[src/hdl/rpn_pkg.sv]
`timescale 1ns / 1ps
// Shared types and constants for the postfix character stream evaluator.
// No dependencies.
package rpn_pkg;

  localparam int WORD_W  = 32;
  localparam int Q_DEPTH = 2;
  localparam int Q_AW    = 1;

  localparam logic [7:0] CH_ZERO  = 8'h30;
  localparam logic [7:0] CH_NINE  = 8'h39;
  localparam logic [7:0] CH_SPACE = 8'h20;
  localparam logic [7:0] CH_PLUS  = 8'h2B;
  localparam logic [7:0] CH_MINUS = 8'h2D;
  localparam logic [7:0] CH_STAR  = 8'h2A;
  localparam logic [7:0] CH_SLASH = 8'h2F;
  localparam logic [7:0] CH_CARET = 8'h5E;

  localparam logic [2:0] STAT_OK        = 3'd0;
  localparam logic [2:0] STAT_UNDERFLOW = 3'd1;
  localparam logic [2:0] STAT_OVERFLOW  = 3'd2;
  localparam logic [2:0] STAT_DIV_ZERO  = 3'd3;
  localparam logic [2:0] STAT_BAD_CHAR  = 3'd4;

  typedef enum logic [1:0] {
    K_DIGIT,
    K_SPACE,
    K_OP,
    K_BAD
  } kind_t;

  typedef enum logic [2:0] {
    OP_ADD,
    OP_SUB,
    OP_MUL,
    OP_DIV,
    OP_XOR
  } op_t;

  typedef struct packed {
    kind_t      kind;
    op_t        op;
    logic [3:0] digit;
    logic       last;
  } cmd_t;

endpackage

[src/hdl/rpn_front.sv]
`timescale 1ns / 1ps
// Input side: accepts characters and decodes them into queue commands.
// Depends on rpn_pkg.
module rpn_front import rpn_pkg::*; (
  input  logic       rst_n,
  input  logic       in_valid,
  output logic       in_stall,
  input  logic [7:0] in_char_code,
  input  logic       in_last_char,
  input  logic       q_full,
  input  logic       init_busy,
  output logic       push,
  output cmd_t       push_cmd
);

  assign in_stall  = q_full | init_busy;
  assign push      = in_valid & ~in_stall & rst_n;

  always_comb begin
    push_cmd.kind  = K_BAD;
    push_cmd.op    = OP_ADD;
    push_cmd.digit = in_char_code[3:0];
    push_cmd.last  = in_last_char;
    if (in_char_code inside {[CH_ZERO:CH_NINE]}) begin
      push_cmd.kind = K_DIGIT;
    end else begin
      case (in_char_code)
        CH_SPACE: push_cmd.kind = K_SPACE;
        CH_PLUS: begin
          push_cmd.kind = K_OP;
          push_cmd.op   = OP_ADD;
        end
        CH_MINUS: begin
          push_cmd.kind = K_OP;
          push_cmd.op   = OP_SUB;
        end
        CH_STAR: begin
          push_cmd.kind = K_OP;
          push_cmd.op   = OP_MUL;
        end
        CH_SLASH: begin
          push_cmd.kind = K_OP;
          push_cmd.op   = OP_DIV;
        end
        CH_CARET: begin
          push_cmd.kind = K_OP;
          push_cmd.op   = OP_XOR;
        end
        default: push_cmd.kind = K_BAD;
      endcase
    end
  end

endmodule

[src/hdl/rpn_queue.sv]
`timescale 1ns / 1ps
// Small command queue between the decode side and the execution side.
// Depends on rpn_pkg.
module rpn_queue import rpn_pkg::*; (
  input  logic clk,
  input  logic rst_n,
  input  logic push,
  input  cmd_t push_cmd,
  output logic full,
  input  logic pop,
  output logic valid,
  output cmd_t head
);

  cmd_t              slot_r [Q_DEPTH];
  logic [Q_AW-1:0]   wp_r, wp_nxt;
  logic [Q_AW-1:0]   rp_r, rp_nxt;
  logic [Q_AW:0]     cnt_r, cnt_nxt;

  assign full  = (cnt_r == (Q_AW+1)'(Q_DEPTH));
  assign valid = (cnt_r != '0);
  assign head  = slot_r[rp_r];

  always_comb begin
    wp_nxt  = push ? wp_r + 1'b1 : wp_r;
    rp_nxt  = pop ? rp_r + 1'b1 : rp_r;
    cnt_nxt = cnt_r;
    if (push && !pop) begin
      cnt_nxt = cnt_r + 1'b1;
    end else if (pop && !push) begin
      cnt_nxt = cnt_r - 1'b1;
    end
  end

  always_ff @(posedge clk) begin
    if (!rst_n) begin
      wp_r  <= '0;
      rp_r  <= '0;
      cnt_r <= '0;
    end else begin
      wp_r  <= wp_nxt;
      rp_r  <= rp_nxt;
      cnt_r <= cnt_nxt;
    end
  end

  always_ff @(posedge clk) begin
    if (push) begin
      slot_r[wp_r] <= push_cmd;
    end
  end

endmodule

[src/hdl/rpn_div.sv]
`timescale 1ns / 1ps
// Unsigned restoring divider, one quotient bit per cycle.
// Depends on rpn_pkg.
module rpn_div import rpn_pkg::*; (
  input  logic              clk,
  input  logic              rst_n,
  input  logic              start,
  input  logic [WORD_W-1:0] dividend,
  input  logic [WORD_W-1:0] divisor,
  output logic              done,
  output logic [WORD_W-1:0] quotient
);

  localparam int CW = $clog2(WORD_W);

  logic              busy_r;
  logic              done_r;
  logic [CW-1:0]     cnt_r;
  logic [WORD_W-1:0] rem_r;
  logic [WORD_W-1:0] quo_r;
  logic [WORD_W-1:0] dvs_r;
  logic [WORD_W:0]   rem_sh;
  logic [WORD_W:0]   diff;

  assign rem_sh   = {rem_r, quo_r[WORD_W-1]};
  assign diff     = rem_sh - {1'b0, dvs_r};
  assign done     = done_r;
  assign quotient = quo_r;

  always_ff @(posedge clk) begin
    if (!rst_n) begin
      busy_r <= 1'b0;
      done_r <= 1'b0;
    end else begin
      done_r <= 1'b0;
      if (start) begin
        busy_r <= 1'b1;
      end else if (busy_r && cnt_r == '0) begin
        busy_r <= 1'b0;
        done_r <= 1'b1;
      end
    end
  end

  always_ff @(posedge clk) begin
    if (start) begin
      cnt_r <= CW'(WORD_W - 1);
      rem_r <= '0;
      quo_r <= dividend;
      dvs_r <= divisor;
    end else if (busy_r) begin
      cnt_r <= cnt_r - 1'b1;
      rem_r <= diff[WORD_W] ? rem_sh[WORD_W-1:0] : diff[WORD_W-1:0];
      quo_r <= {quo_r[WORD_W-2:0], ~diff[WORD_W]};
    end
  end

endmodule

[src/hdl/rpn_back.sv]
`timescale 1ns / 1ps
// Execution side: operand stack memory, sequencer, result register.
// Depends on rpn_pkg and rpn_div.
module rpn_back import rpn_pkg::*; #(
  parameter int STACK_DEPTH = 32
) (
  input  logic               clk,
  input  logic               rst_n,
  input  logic               q_valid,
  input  cmd_t               q_cmd,
  output logic               q_pop,
  output logic               init_busy,
  output logic               out_valid,
  input  logic               out_stall,
  output logic signed [31:0] out_value,
  output logic [2:0]         out_status
);

  localparam int AW = (STACK_DEPTH > 1) ? $clog2(STACK_DEPTH) : 1;
  localparam logic [AW-1:0] TOP_MAX = AW'(STACK_DEPTH - 1);
  localparam logic [AW:0]   TWO     = (AW+1)'(2);

  typedef enum logic [7:0] {
    S_IDLE  = 8'b0000_0001,
    S_EXEC  = 8'b0000_0010,
    S_MUL   = 8'b0000_0100,
    S_DIV   = 8'b0000_1000,
    S_CLR   = 8'b0001_0000,
    S_FIN   = 8'b0010_0000,
    S_OUT   = 8'b0100_0000,
    S_SWEEP = 8'b1000_0000
  } bstate_t;

  function automatic logic [2:0] first_err(input logic [2:0] cur, input logic [2:0] code);
    return (cur == STAT_OK) ? code : cur;
  endfunction

  logic [WORD_W-1:0] stack_mem_r [STACK_DEPTH];

  bstate_t            state_r, state_nxt;
  cmd_t               cmd_r, cmd_nxt;
  logic [AW-1:0]      top_r, top_nxt;
  logic [AW-1:0]      hwm_r, hwm_nxt;
  logic [AW-1:0]      sweep_r, sweep_nxt;
  logic [2:0]         err_r, err_nxt;
  logic               init_r, init_nxt;
  logic               neg_r, neg_nxt;
  logic [WORD_W-1:0]  res_r, res_nxt;
  logic [WORD_W-1:0]  rda_r, rdb_r;
  logic               out_valid_r;
  logic signed [31:0] out_value_r;
  logic [2:0]         out_status_r;

  logic [AW-1:0]      ra, rb, wa;
  logic               we;
  logic [WORD_W-1:0]  wd;
  logic               out_load;
  logic [AW-1:0]      top_m1, top_m2, top_inc;
  logic               top_low;
  logic [WORD_W-1:0]  mag_a, mag_b, digit_val;
  logic               div_start, div_done;
  logic [WORD_W-1:0]  div_q;

  assign top_m1    = top_r - 1'b1;
  assign top_m2    = top_r - AW'(2);
  assign top_inc   = top_r + 1'b1;
  assign top_low   = ({1'b0, top_r} < TWO);
  assign mag_a     = rda_r[WORD_W-1] ? ~rda_r + 1'b1 : rda_r;
  assign mag_b     = rdb_r[WORD_W-1] ? ~rdb_r + 1'b1 : rdb_r;
  assign digit_val = (rda_r << 3) + (rda_r << 1) + {{(WORD_W-4){1'b0}}, cmd_r.digit};

  assign init_busy  = init_r;
  assign out_valid  = out_valid_r;
  assign out_value  = out_value_r;
  assign out_status = out_status_r;

  rpn_div u_div (
    .clk      (clk),
    .rst_n    (rst_n),
    .start    (div_start),
    .dividend (mag_a),
    .divisor  (mag_b),
    .done     (div_done),
    .quotient (div_q)
  );

  always_comb begin
    state_nxt = state_r;
    cmd_nxt   = cmd_r;
    top_nxt   = top_r;
    hwm_nxt   = hwm_r;
    sweep_nxt = sweep_r;
    err_nxt   = err_r;
    init_nxt  = init_r;
    neg_nxt   = neg_r;
    res_nxt   = res_r;
    q_pop     = 1'b0;
    ra        = '0;
    rb        = '0;
    we        = 1'b0;
    wa        = top_r;
    wd        = '0;
    div_start = 1'b0;
    out_load  = 1'b0;
    case (state_r)
      S_IDLE: begin
        if (q_valid) begin
          q_pop   = 1'b1;
          cmd_nxt = q_cmd;
          case (q_cmd.kind)
            K_DIGIT: begin
              ra        = top_r;
              state_nxt = S_EXEC;
            end
            K_SPACE: begin
              if (top_r == TOP_MAX) begin
                err_nxt = first_err(err_r, STAT_OVERFLOW);
              end else begin
                top_nxt = top_inc;
                if (top_inc > hwm_r) begin
                  hwm_nxt = top_inc;
                end
              end
              state_nxt = q_cmd.last ? S_FIN : S_IDLE;
            end
            K_OP: begin
              if (top_low) begin
                err_nxt   = first_err(err_r, STAT_UNDERFLOW);
                state_nxt = q_cmd.last ? S_FIN : S_IDLE;
              end else begin
                ra        = top_m2;
                rb        = top_m1;
                state_nxt = S_EXEC;
              end
            end
            default: begin
              err_nxt   = first_err(err_r, STAT_BAD_CHAR);
              state_nxt = q_cmd.last ? S_FIN : S_IDLE;
            end
          endcase
        end
      end
      S_EXEC: begin
        wa = top_m2;
        if (cmd_r.kind == K_DIGIT) begin
          we        = 1'b1;
          wa        = top_r;
          wd        = digit_val;
          state_nxt = cmd_r.last ? S_FIN : S_IDLE;
        end else begin
          case (cmd_r.op)
            OP_ADD: begin
              we        = 1'b1;
              wd        = rda_r + rdb_r;
              state_nxt = S_CLR;
            end
            OP_SUB: begin
              we        = 1'b1;
              wd        = rda_r - rdb_r;
              state_nxt = S_CLR;
            end
            OP_XOR: begin
              we        = 1'b1;
              wd        = rda_r ^ rdb_r;
              state_nxt = S_CLR;
            end
            OP_MUL: begin
              res_nxt   = rda_r * rdb_r;
              state_nxt = S_MUL;
            end
            OP_DIV: begin
              if (rdb_r == '0) begin
                err_nxt   = first_err(err_r, STAT_DIV_ZERO);
                state_nxt = cmd_r.last ? S_FIN : S_IDLE;
              end else begin
                div_start = 1'b1;
                neg_nxt   = rda_r[WORD_W-1] ^ rdb_r[WORD_W-1];
                state_nxt = S_DIV;
              end
            end
            default: state_nxt = S_IDLE;
          endcase
        end
      end
      S_MUL: begin
        we        = 1'b1;
        wa        = top_m2;
        wd        = res_r;
        state_nxt = S_CLR;
      end
      S_DIV: begin
        if (div_done) begin
          we        = 1'b1;
          wa        = top_m2;
          wd        = neg_r ? ~div_q + 1'b1 : div_q;
          state_nxt = S_CLR;
        end
      end
      S_CLR: begin
        we        = 1'b1;
        wa        = top_m1;
        top_nxt   = top_m2;
        state_nxt = cmd_r.last ? S_FIN : S_IDLE;
      end
      S_FIN: begin
        state_nxt = S_OUT;
      end
      S_OUT: begin
        if (!out_valid_r || !out_stall) begin
          out_load  = 1'b1;
          top_nxt   = '0;
          err_nxt   = STAT_OK;
          sweep_nxt = '0;
          state_nxt = S_SWEEP;
        end
      end
      S_SWEEP: begin
        we = 1'b1;
        wa = sweep_r;
        if (sweep_r == hwm_r) begin
          hwm_nxt   = '0;
          init_nxt  = 1'b0;
          state_nxt = S_IDLE;
        end else begin
          sweep_nxt = sweep_r + 1'b1;
        end
      end
      default: state_nxt = S_IDLE;
    endcase
  end

  always_ff @(posedge clk) begin
    if (!rst_n) begin
      state_r     <= S_SWEEP;
      top_r       <= '0;
      hwm_r       <= TOP_MAX;
      sweep_r     <= '0;
      err_r       <= STAT_OK;
      init_r      <= 1'b1;
      out_valid_r <= 1'b0;
    end else begin
      state_r     <= state_nxt;
      top_r       <= top_nxt;
      hwm_r       <= hwm_nxt;
      sweep_r     <= sweep_nxt;
      err_r       <= err_nxt;
      init_r      <= init_nxt;
      out_valid_r <= out_load | (out_valid_r & out_stall);
    end
  end

  always_ff @(posedge clk) begin
    cmd_r <= cmd_nxt;
    neg_r <= neg_nxt;
    res_r <= res_nxt;
    if (out_load) begin
      out_value_r  <= $signed(rda_r);
      out_status_r <= err_r;
    end
  end

  always_ff @(posedge clk) begin
    if (we) begin
      stack_mem_r[wa] <= wd;
    end
    rda_r <= stack_mem_r[ra];
    rdb_r <= stack_mem_r[rb];
  end

  a_out_from_seq: assert property (@(posedge clk) disable iff (!rst_n)
    $rose(out_valid_r) |-> $past(state_r == S_OUT))
    else $error("result word raised outside the output step");

  a_clr_depth: assert property (@(posedge clk) disable iff (!rst_n)
    (state_r == S_CLR) |-> !top_low)
    else $error("operator retired with fewer than two slots");

  a_top_hwm: assert property (@(posedge clk) disable iff (!rst_n)
    top_r <= hwm_r)
    else $error("pointer above high-water mark, sweep would miss slots");

  a_err_sticky: assert property (@(posedge clk) disable iff (!rst_n)
    (err_r != STAT_OK) && (state_r != S_OUT) |=> (err_r == $past(err_r)))
    else $error("error code changed before the expression ended");

endmodule

[src/hdl/rpn_char_stream_evaluator.sv]
`timescale 1ns / 1ps
// Postfix integer expression evaluator, one ASCII character per input word.
// Usage:
//   Input channel in_valid/in_stall carries in_char_code and in_last_char.
//   Output channel out_valid/out_stall carries out_value and out_status, one
//   word per expression, after the character flagged last.
//   A decoder feeds a two-entry command queue; an execution sequencer works
//   on a stack memory with two registered read ports, one write port.
// Sequencer per character: S_IDLE, then S_EXEC for a digit or operator; an
//   applied operator ends in S_CLR (* via S_MUL, / via 32-step bit-serial S_DIV).
// End of expression: S_FIN and S_OUT fetch the bottom slot into the output
//   register, then a sweep clears slots up to the highest pointer reached.
//   A last digit goes through the queue, S_IDLE, S_EXEC, S_FIN and S_OUT
//   before it appears at out_valid.
// Reset (rst_n low, synchronous) clears control state, then all STACK_DEPTH
//   stack slots are swept with in_stall high.
// A stalled output holds its word; the queue keeps taking input until full.
// Depends on rpn_pkg, rpn_front, rpn_queue, rpn_back.
module rpn_char_stream_evaluator import rpn_pkg::*; #(
  parameter int STACK_DEPTH = 32
) (
  input  logic               clk,
  input  logic               rst_n,
  input  logic               in_valid,
  output logic               in_stall,
  input  logic [7:0]         in_char_code,
  input  logic               in_last_char,
  output logic               out_valid,
  input  logic               out_stall,
  output logic signed [31:0] out_value,
  output logic [2:0]         out_status
);

  logic push;
  cmd_t push_cmd;
  logic q_full;
  logic q_valid;
  logic q_pop;
  cmd_t q_head;
  logic init_busy;

  rpn_front u_front (
    .rst_n        (rst_n),
    .in_valid     (in_valid),
    .in_stall     (in_stall),
    .in_char_code (in_char_code),
    .in_last_char (in_last_char),
    .q_full       (q_full),
    .init_busy    (init_busy),
    .push         (push),
    .push_cmd     (push_cmd)
  );

  rpn_queue u_queue (
    .clk      (clk),
    .rst_n    (rst_n),
    .push     (push),
    .push_cmd (push_cmd),
    .full     (q_full),
    .pop      (q_pop),
    .valid    (q_valid),
    .head     (q_head)
  );

  rpn_back #(
    .STACK_DEPTH (STACK_DEPTH)
  ) u_back (
    .clk        (clk),
    .rst_n      (rst_n),
    .q_valid    (q_valid),
    .q_cmd      (q_head),
    .q_pop      (q_pop),
    .init_busy  (init_busy),
    .out_valid  (out_valid),
    .out_stall  (out_stall),
    .out_value  (out_value),
    .out_status (out_status)
  );

endmodule

[config.mk]
export PLATFORM = sky130hd
export DESIGN_NAME = rpn_char_stream_evaluator
export DESIGN_NICKNAME = d
export VERILOG_FILES = /design/src/hdl/rpn_pkg.sv /design/src/hdl/rpn_front.sv /design/src/hdl/rpn_queue.sv /design/src/hdl/rpn_div.sv /design/src/hdl/rpn_back.sv /design/src/hdl/rpn_char_stream_evaluator.sv
export SDC_FILE = /design/constraint.sdc
export NUM_CORES = 2
export LEC_CHECK = 0
export BUFFER_PORTS_ARGS = -buffer_cell sky130_fd_sc_hd__buf_2
export CAP_MARGIN = 10
export CELL_PAD_IN_SITES_DETAIL_PLACEMENT = 0
export CELL_PAD_IN_SITES_GLOBAL_PLACEMENT = 1
export CORE_ASPECT_RATIO = 0.8
export CORE_MARGIN = 2
export CORE_UTILIZATION = 48
export CTS_BUF_LIST = sky130_fd_sc_hd__clkbuf_2 sky130_fd_sc_hd__clkbuf_4 sky130_fd_sc_hd__clkbuf_8
export DETAILED_ROUTE_END_ITERATION = 12
export PLACE_DENSITY = 0.8
export REMOVE_ABC_BUFFERS = 1
export SLEW_MARGIN = 20
export SYNTH_ARGS = -nofsm -noshare
export SYNTH_HDL_FRONTEND = slang
export SYNTH_SLANG_ARGS = --single-unit
[constraint.sdc]
create_clock -name clk -period 11.2 [get_ports clk]
set_clock_uncertainty 0.2 [all_clocks]
set_input_delay 2.24 -clock clk [delete_from_list [all_inputs] [get_ports clk]]
set_output_delay 2.24 -clock clk [all_outputs]
set_load 0.01 [all_outputs]
* Word-level counts from Yosys, hierarchy flattened
Memory sizes are Yosys's and may differ from the RTL's. A register that Yosys moved wholly into a read port is not among the register bits.
Index checks and enable logic that the tools add are counted.
** Cells by class
- Add/subtract/negate cells :: 17
- Multiply operators :: 1
- Magnitude comparators :: 4
- Equal/unequal tests :: 39
- Multiplexer cells :: 86
- Bitwise operators :: 15
- Reduce and logical (&&, ||, !) cells :: 36
** Operator list (number)
- 32-bit 2-to-1 mux :: 7
- 32-bit case mux with 3 select lines :: 2
- 32-bit by 1-bit adder with 32-bit output, second input constant :: 3
- 32-bit NOT :: 3
- 5-bit 2-to-1 mux :: 19
- 32-bit adder :: 2
- 8-bit case mux with 8 select lines :: 1
- 8-bit 2-to-1 mux :: 7
- 8-bit by 6-bit equality test with 1-bit output, second input constant :: 6
- 3-bit 2-to-1 mux :: 12
- 33-bit by 32-bit subtractor with 33-bit output :: 1
- 32-bit by 4-bit adder with 32-bit output :: 1
- 32-bit zero test :: 1
- 32-bit by 32-bit multiplier with 32-bit output :: 1
- 32-bit subtractor :: 1
- 32-bit XOR :: 1
- 31-bit 2-to-1 mux :: 1
- 5-bit case mux with 2 select lines :: 3
- 5-bit case mux with 5 select lines :: 1
- 8-bit case mux with 3 select lines :: 1
- 1-bit 2-to-1 mux :: 20
- 3-bit case mux with 3 select lines :: 2
- 8-bit by 7-bit equality test with 1-bit output, second input constant :: 2
- 8-bit case mux with 2 select lines :: 1
- other kinds (53) :: 99
** Storage, ports and cells
- Register bits after elaboration :: 213
- Bits in writable memories :: 1044
- Input port bits :: 13
- Output and inout port bits :: 37
- Logic and storage cells :: 225
- Memories :: 2
** Memories
- u_back.stack_mem_r :: depth 32, width 32, rd ports 2, clocked after memory_dff 2, wr ports 1, line rpn_back.sv:38 : logic [WORD_W-1:0] stack_mem_r [STACK_DEPTH];
- u_queue.slot_r :: depth 2, width 10, rd ports 1, clocked after memory_dff 1, wr ports 1, line rpn_queue.sv:15 : cmd_t slot_r [Q_DEPTH];

* Logic depth before layout (Yosys ltp)
- Word-level depth :: 9
- Mapped depth :: 27
- Gate-level depth less buffers :: 25

* Cells and area by module
Synthesis repeated with hierarchy kept, for this count alone.
** Unflattened totals
- Cell total of the unflattened synthesis :: 8399
- Area, all modules :: 84375.9 um^2
** Modules (own cells, without submodules)
- rpn_back :: times used 1, cells each 7766, area each 77354.2 um^2, sequential area each 34933.5 um^2
- rpn_div :: times used 1, cells each 556, area each 5898.2 um^2, sequential area each 2702.6 um^2
- rpn_queue :: times used 1, cells each 53, area each 939.7 um^2, sequential area each 700.7 um^2
- rpn_front :: times used 1, cells each 24, area each 183.9 um^2, sequential area each 0.0 um^2

* Worst setup path before layout
Ideal clock, no wire load.
- Path type :: register -> register
- Start :: register u_back.rdb_r[6] (read register of u_back.stack_mem_r)
- End :: register u_back.res_r[30], data pin
- Setup time :: 0.262 ns
- Arrival time :: 6.715 ns
- Data required time :: 10.738 ns
- Setup slack :: 4.023 ns
- Cell stages (with the launch flop) :: 24
- Path buffers :: 2
- Clock period less this slack :: 7.177 ns
- Cell sequence :: dfxtp_1 clkbuf_1 clkbuf_1 and2_1 fa_1 fa_1 fa_1 inv_1 fa_1 inv_1 fa_1 inv_1 fa_1 inv_1 fa_1 fa_1 ha_1 nand2_1 a31oi_1 a21oi_1 o41ai_1 a41oi_1 o21bai_1 xor2_1
** On the way
- Cells in the longest elaborated chain, start to end :: 1
** Ends and longest elaborated chain
- start, declared :: line rpn_back.sv:49 : logic [WORD_W-1:0] rda_r, rdb_r;
- 32-bit by 32-bit multiplier with 32-bit output :: line rpn_back.sv:168 : res_nxt = rda_r * rdb_r;
- end signal, assigned :: line rpn_back.sv:255 : res_r <= res_nxt;
- end, declared :: line rpn_back.sv:48 : logic [WORD_W-1:0] res_r, res_nxt;
Every way passes these cells.
A chain may end at the register's enable or synchronous reset.

* Final worst setup path
- Start :: register u_back.rdb_r[2] (read register of u_back.stack_mem_r)
- End :: register u_back.res_r[30], data pin
Same word-level chain as after synthesis.

==> results.py <==
metrics = {
    "timing": {
        "fmax_mhz": 121.9,
        "grt_setup_unrepaired": "no",
        "hold_viol_final": 0,
        "final_max_slew_viol_count": 0,
        "worst_slew_pin_slew_ps": 1293,
        "slew_headroom_pct": 11.60,
        "setup_viol": 0,
        "final.min_clock_period_ps": 8204,
        "fin_crit_sh_pct": 73.25,
    },
    "setup_path": {
        "r2r_end": "u_back.res_r[30]",
        "reg2regPathDepth": 24,
        "start_kind": "flop",
        "cp_max_fo": 23,
        "worstPathArrival_ps": 8710,
        "r2r-start": "u_back.rdb_r[2]",
        "reg2reg_slack_ps": 3000,
        "crit_type": "flop to flop",
        "worstSetupEndpointType": "flop",
        "required_ps": 11710,
    },
    "global_routing": {
        "grt.total_usage_pct": 30.79,
        "antenna_found_initial": 14,
        "first_global_vias": 61550,
        "grt_pass1_wl_mm": 405.1,
        "grt_remaining_overflow": 0,
        "grt_max_degree": 170,
    },
    "clock_tree": {
        "cts.sinks": 1322,
        "hold_buffers": 0,
        "clk_latency_ps": 990,
        "postCtsResizedCells": 0,
        "h-tree-depth": 4,
        "clockBufferDepth": 3,
        "post-cts-setup-buffer-count": 0,
        "cts_tree": "done",
        "cts-root-buf": "clkbuf_8",
        "cts_buffers": 206,
        "cts.clk_slew.worst_paths_ps": 80,
    },
    "route": {
        "drc": 0,
        "via_per_inst": 6.376,
        "ant_nets": 0,
        "drt_iter0_markers": 9107,
        "dr_total_vias": 63720,
        "wl_per_cell_um": 27.62,
        "drt_pass1_iterations": 8,
        "routed_wl_mm": 276.0,
    },
    "layout": {
        "fin_area_um2": 90820,
        "multiInputGateArea_um2": 41560,
        "regArea_um2": 38350,
        "area_delta_synth_final_pct": 8.855,
        "nNetsFinal": 8240,
        "fillerInstances": 14960,
        "fin_cells": 9993,
        "drive_gt1_share_pct": 11.89,
        "fin_util_pct": 52.74,
    },
    "outcome": {
        "outcome": "completed",
    },
    "synthesis": {
        "ys_async_sr_fraction_pct": 0,
        "synth_seq_cells": 1322,
        "yosysWarningCount": 0,
        "synth_seq_area_share_pct": 45.95,
        "dominantRegCellSynth": "edfxtp_1",
        "synth_area_per_cell_um2": 10.89,
        "postSynthCellCount": 7659,
        "synth_edf_count": 1186,
        "syn_area_um2": 83430,
        "yosysUniqueCellTypes": 83,
    },
    "die": {
        "dieArea_um2": 177200,
        "num_rows": 136,
        "start_util_pct": 48.45,
        "io_pins": 50,
        "fp.dieH_um": 376.9,
        "die_w_um": 470.1,
        "core_um2": 172200,
    },
    "worst_hold_path": {
        "worstHoldPathCells": 2,
        "min_from": "u_back.init_busy",
        "hold_path.class": "flop to flop",
        "holdPathEnd": "u_back.init_busy",
    },
    "placement": {
        "port-buffer-count": 49,
        "place_area_um2": 86290,
        "dp_hpwl_mm": 166.6,
        "gp_congestion": 0.9556,
        "place_inst": 9601,
    },
    "flow_run": {
        "maxCapViolCount": 0,
    },
}
==> synth_stat cells (144+ instances only) <==
cell type,number,share of area (%)
ha_1,282,4.2
nand3_1,396,2.4
o21ai_0,286,1.7
inv_1,490,2.2
edfxtp_1,1186,43
nand2_1,1498,6.7
and3_1,144,1.1
clkbuf_1,493,2.2
nor2_1,160,0.72
fa_1,412,9.9
a311oi_1,196,2.1
mux4_2,192,5.2
and2_1,316,2.4
xnor2_1,194,2.0
==> kinds of logic after synthesis <==
logic type | count (synthesis) | synth area share, %
multiplexers | 243 | 5.856
AO/OA/AOI/OAI | 1285 | 10.73
flip-flops | 1322 | 45.95
buffers and inverters | 1051 | 4.878
adder cells (fa/ha/maj) | 694 | 14.11
AND/OR/NAND/NOR | 2746 | 15.14
XOR/XNOR | 318 | 3.338
==> placed cells by master, fill, tap and decap left out, types with 25 or more instances in the layout <==
cell / n
o22ai_1: 135
buf_4: 163
mux4_2: 192
clkbuf_8: 230
xnor2_1: 193
o31ai_1: 64
o311ai_0: 35
clkinv_1: 41
o221ai_1: 133
nand2_1: 1496
and3_1: 143
clkbuf_4: 51
a21oi_1: 124
a31oi_1: 37
and2_1: 316
dfxtp_1: 128
o21ai_1: 27
clkinv_2: 29
nor2_4: 37
o21a_1: 29
nor2b_1: 25
inv_1: 489
mux2_2: 41
nor3_1: 44
nand2b_1: 40
a21o_1: 52
nor2_1: 121
nand3_1: 393
fa_1: 412
edfxtp_1: 1186
xor2_1: 123
buf_2: 49
a311oi_1: 196
ha_1: 282
o21ai_0: 273
==> worst max path at each step <==
stage,from,endpoint,cells after the start
finish,u_back.rdb_r[2],u_back.res_r[30],24
global route,u_back.rdb_r[2],u_back.res_r[30],24
CTS,u_back.rdb_r[2],u_back.res_r[30],24
detailed placement,u_back.rdb_r[2],u_back.res_r[30],24
global placement,u_back.rda_r[8],u_back.res_r[30],22
floorplan,u_back.top_r[0],u_back.rda_r[0],5
==> flip-flops by register name, summed over array words and instances, names as in the netlist, 10 cells and up, named ones only <==
name                   flops
u_back.stack_mem_r      1024
u_back.out_value          32
u_back.rda_r              32
u_back.rdb_r              32
u_back.res_r              32
u_back.u_div.dvs_r        32
u_back.u_div.quotient     32
u_back.u_div.rem_r        32
u_queue.slot_r            20
u_back.cmd_r              10
==> per-layer routing <==
layer | vias to the layer above | wire (um) | track usage, %
li1 | 27330 | - | -
met1 | 31580 | 110000 | 43.38
met2 | 4148 | 118600 | 45.63
met3 | 662 | 36000 | 7.999
met4 | 4 | 11290 | 11.97
met5 | - | 27 | 0
==> critical path, cell delays in order, from the launching register on <==
cell and delay, ps:
dfxtp_1 620, buf_4 340, and2_1 190, fa_1 390
inv_1 80, fa_1 420, fa_1 530, inv_1 70
fa_1 540, ha_1 230, ha_1 280, inv_1 50
fa_1 470, inv_1 50, fa_1 430, ha_1 340
o21a_1 160, and4_1 210, o221ai_1 220, a31oi_1 360
a21oi_1 180, o41ai_1 1070, a41oi_1 220, o21bai_1 200
xor2_1 80
==> cell type report <==
cell class | count | area share [%]
multi-input cells | 5286 | 45.76
flip-flops and latches | 1322 | 42.22
clock buffers | 281 | 3.907
well taps | 2277 | 3.137
inverters | 492 | 2.042
repair buffers | 225 | 1.894
clock inverters | 100 | 1.015
diodes | 10 | 0.02755
==> through the flow <==
| stage | hold WS, ps | setup TNS, ps | setup WS (ps) |
|---|---|---|---|
| finish | 242.5 | 0 | 2996 |
| global route | 249.9 | 0 | 2726 |
| CTS | 247.5 | 0 | 3108 |
| detailed placement | 236.9 | 0 | 3108 |
| global placement | 234.2 | 0 | 3192 |
| floorplan | 221.9 | -518140 | -8272 |
Power is not shown: default switching activity piles up to over one toggle a cycle in this logic, so the estimate is an artifact.
